[src/hdl/dic_pkg.sv]
// Shared constants and types for the dual-index FIFO cache.
package dic_pkg;
  localparam int MAX_SETS   = 256;
  localparam int MAX_WAYS   = 8;
  localparam int ADDR_BITS  = 48;
  localparam int COUNT_BITS = 32;
  localparam int SET_W      = $clog2(MAX_SETS);
  localparam int WAY_W      = $clog2(MAX_WAYS);
  localparam int SET_BITS_MAX = SET_W;
  // one memory row per set: all ways' tags side by side
  localparam int ROW_W = MAX_WAYS * ADDR_BITS;
  // stored entry per set: FIFO pointer, valid bits, tag row (lowest)
  localparam int ENTRY_W = ROW_W + MAX_WAYS + WAY_W;

  localparam logic [1:0] REG_OFFSET = 2'd0;
  localparam logic [1:0] REG_SETS   = 2'd1;
  localparam logic [1:0] REG_WAYS   = 2'd2;

  typedef enum logic [1:0] {ST_CLEAR, ST_IDLE, ST_LOOK, ST_OUT} state_t;

  // result of one lookup in one cache
  typedef struct packed {
    logic                 hit;
    logic [MAX_WAYS-1:0]  valid_next;
    logic [WAY_W-1:0]     oldest_next;
    logic [ROW_W-1:0]     row_next;
    logic                 wr_row;
  } look_t;
endpackage

[src/hdl/dic_way_logic.sv]
// Tag compare and FIFO victim choice for one cache set.
module dic_way_logic (
  input  logic [dic_pkg::ROW_W-1:0]    row,
  input  logic [dic_pkg::MAX_WAYS-1:0] valid,
  input  logic [dic_pkg::WAY_W-1:0]    oldest,
  input  logic [dic_pkg::ADDR_BITS-1:0] tag,
  input  logic [dic_pkg::WAY_W:0]      ways,
  output dic_pkg::look_t               res
);
  logic hit;
  logic found;
  logic [dic_pkg::WAY_W-1:0] inv_way;
  logic [dic_pkg::WAY_W-1:0] victim;
  logic [dic_pkg::WAY_W:0]   inc;

  always_comb begin
    hit = 1'b0;
    found = 1'b0;
    inv_way = '0;
    for (int w = 0; w < dic_pkg::MAX_WAYS; w++) begin
      if ((dic_pkg::WAY_W+1)'(w) < ways) begin
        if (valid[w] && row[w*dic_pkg::ADDR_BITS +: dic_pkg::ADDR_BITS] == tag) hit = 1'b1;
        if (!valid[w] && !found) begin
          found = 1'b1;
          inv_way = dic_pkg::WAY_W'(w);
        end
      end
    end
    victim = ({1'b0, oldest} >= ways) ? '0 : oldest;
    inc = {1'b0, victim} + 1'b1;
    res.hit = hit;
    res.wr_row = !hit;
    res.valid_next = valid;
    res.oldest_next = oldest;
    res.row_next = row;
    if (!hit) begin
      if (found) begin
        res.valid_next[inv_way] = 1'b1;
        res.row_next[inv_way*dic_pkg::ADDR_BITS +: dic_pkg::ADDR_BITS] = tag;
      end else begin
        res.valid_next[victim] = 1'b1;
        res.row_next[victim*dic_pkg::ADDR_BITS +: dic_pkg::ADDR_BITS] = tag;
        res.oldest_next = (inc >= ways) ? '0 : inc[dic_pkg::WAY_W-1:0];
      end
    end
  end
endmodule

[config.mk]
export PLATFORM = sky130hd
export DESIGN_NAME = dic_way_logic
export DESIGN_NICKNAME = d
export VERILOG_FILES = /design/src/hdl/dic_pkg.sv /design/src/hdl/dic_way_logic.sv
export SDC_FILE = /design/constraint.sdc
export NUM_CORES = 2
export LEC_CHECK = 0
export BUFFER_PORTS_ARGS = -buffer_cell sky130_fd_sc_hd__clkbuf_2
export CAP_MARGIN = 0
export CORE_AREA = 2 2 324 326
export DETAILED_ROUTE_END_ITERATION = 7
export DIE_AREA = 0 0 326 328
export PLACE_DENSITY = 0.48
export SYNTH_ARGS = -nofsm -noshare
export SYNTH_HDL_FRONTEND = slang
export SYNTH_SLANG_ARGS = --single-unit
[constraint.sdc]
create_clock -name vclk -period 9.8
set_input_delay 1.96 -clock vclk [all_inputs]
set_output_delay 1.96 -clock vclk [all_outputs]
set_load 0.01 [all_outputs]
==> impl_metrics.json <==
{
  "synth_fp_nets": 3992,
  "slew_viol_final": 0,
  "synthDistinctLibCells": 95,
  "postLayoutCoreUtil_pct": 28.9,
  "netlist_instances": 3514,
  "fin_setup_tns_ns": 0,
  "worstSetupStartpointType": "input port",
  "synth_area_sq_mm": 0.0229,
  "grt_pass1_vias": 35467,
  "cpMaxStageDelayCell": "or4b_1",
  "vias_per_cell": 6.93,
  "antenna_found_initial": 57,
  "io_buffers": 844,
  "maxCapViolations": 0,
  "wl_per_cell_um": 49.0,
  "die_y_um": 328,
  "area_growth_pct": 29.8,
  "wl_um": 278000,
  "grt_use_total_pct": 48.6,
  "grt_max_degree": 75,
  "critPathLaunch": "ways[0]",
  "crit_family": "compound AO/OA/AOI/OAI gates",
  "postRouteAntennaNets": 0,
  "final_common_cell": "clkbuf_2",
  "gp_congestion": 1.12,
  "num-clock-buffers": 0,
  "rsz0062_at_grt": "no",
  "core_area_sq_mm": 0.103,
  "yosysSeqAreaShare_pct": 0,
  "vias": 39285,
  "die-area_sq_mm": 0.107,
  "seq_area_sq_um": 0,
  "fin_crit_ns": 9.60,
  "ys_warn_count": 0,
  "syn_avg_cell_area_sq_um": 6.53,
  "die_x_um": 326,
  "cp_num_buf_inv": 6,
  "max_freq_mhz": 104,
  "critPathRequiredTime_ns": 7.84,
  "finalHoldViolCount": 0,
  "crit_cells": 22,
  "drtIter0Drc": 6532,
  "drive_above_1_share_pct": 30.0,
  "grt_pass1_wl_um": 351000,
  "fp-row-count": 118,
  "slowest_delay_ns": 0.49,
  "cts_setup_buffers": 0,
  "worstSetupEndpoint": "res[236]",
  "dpl_worst_slack_ns": 0.145,
  "hold_ws_ns": 4.28,
  "hold_buffers": 0,
  "num-nets-final": 4739,
  "grt.overflow.total": 0,
  "drc_errors": 8,
  "io_pins": 844,
  "finalCritPeriodShare_pct": 97.9,
  "violations": "DRC",
  "cp_max_fo": 13,
  "cp.arrival_ns": 7.64,
  "layout_common_cells": "844 x clkbuf_2, 345 x nand2_1, 313 x xnor2_1, 309 x buf_4, 215 x o21ai_0",
  "hold_class": "input port to output pin",
  "nFillCells": 11781,
  "setup_viol": 0,
  "nFlopsAndLatches": 0,
  "relSlewSlack_pct": 2.73,
  "cp_cell_sequence": "clkbuf_2 > nand2_2 > o32ai_4 > nor2b_1 > o21a_1 > ha_1 > inv_1 > fa_1 > inv_1 > a21oi_1 > a32o_1 > o311a_1 > ha_1 > inv_1 > o211ai_1 > a2111oi_1 > a211o_1 > or4b_1 > o21ai_2 > buf_12 > o221a_2 > clkbuf_2",
  "outcome": "finished with violations",
  "path_common_cell": "inv_1",
  "firstDrtPassIters": 8,
  "multi_input_area_sq_mm": 0.0208,
  "worst_pin_slew_ns": 1.45,
  "critPathKind": "input port to output pin",
  "fin_ws_ns": 0.202,
  "start_util_pct": 22.2,
  "endpoint_kind": "output pin",
  "place_hpwl_um": 229000
}
-- metrics by stage --
| step | std cells | instance area (sq um) |
|---|---|---|
| 6_report | 5666 | 29800 |
| 5_1_grt | 5650 | 29700 |
| 4_1_cts | 5639 | 29700 |
| 3_5_place_dp | 5639 | 29700 |
| 3_3_place_gp | 5639 | 29700 |
| 2_1_floorplan | 3514 | 22900 |
-- cells by family after synthesis --
logic type | Yosys count | synth area share [%]
AOI/OAI and AO/OA | 1315 | 42.6
muxes | 155 | 6.85
and+or+nand+nor | 1086 | 24.3
adders and majority gates | 31 | 1.76
buffers and inverters | 548 | 9.95
xor gates and xnor gates | 379 | 14.5
-- synth_stat cells (all sizes together), types with 26 or more instances --
cell type    n  area, sq um
nand4      157          982
nand3       87          440
or3         58          368
buf        150          788
o2111ai     31          272
o2bb2ai     43          377
a22o       157         1380
xor2        63          552
a22oi      158         1190
o211ai      47          353
and2        67          419
a32oi       26          228
nor2       145          547
o21ai      225         1130
o221a       32          360
nor3        59          310
a221o      113         1130
clkbuf     263          987
a211oi      32          255
nor4        55          363
inv        133          499
a21oi      187          940
o221ai      60          526
ha          29          363
nand2      348         1320
nand2b      36          225
xnor2      316         2780
mux2i      140         1400
o22ai       42          269
o31ai       32          240
-- metal layers --
layer,GRT usage [%],wire length [um]
met1,58.9,103000
met5,0,220
met2,69.6,110000
met3,19.6,39400
met4,34.1,25000
-- timing repair --
action,CTS,global route
endpoints found under the setup margin,0,40
gates resized for setup,0,6
hold endpoints to repair,0,0
-- worst min path at each step --
stage	from	to	slack [ns]	cells past startpoint
global placement	row[32]	res[33]	4.29	4
global route	row[3]	res[4]	4.31	3
CTS	row[3]	res[4]	4.30	3
finish	row[3]	res[4]	4.28	3
detailed placement	row[3]	res[4]	4.29	3
floorplan	oldest[1]	res[386]	4.05	2
-- final cells by class --
class / instances / share of cell area [%]
Antenna cell: 27 / 0.227
Tap cell: 1380 / 5.80
Multi-Input combinational cell: 2966 / 70.0
Inverter: 135 / 1.70
Timing Repair Buffer: 1158 / 22.3
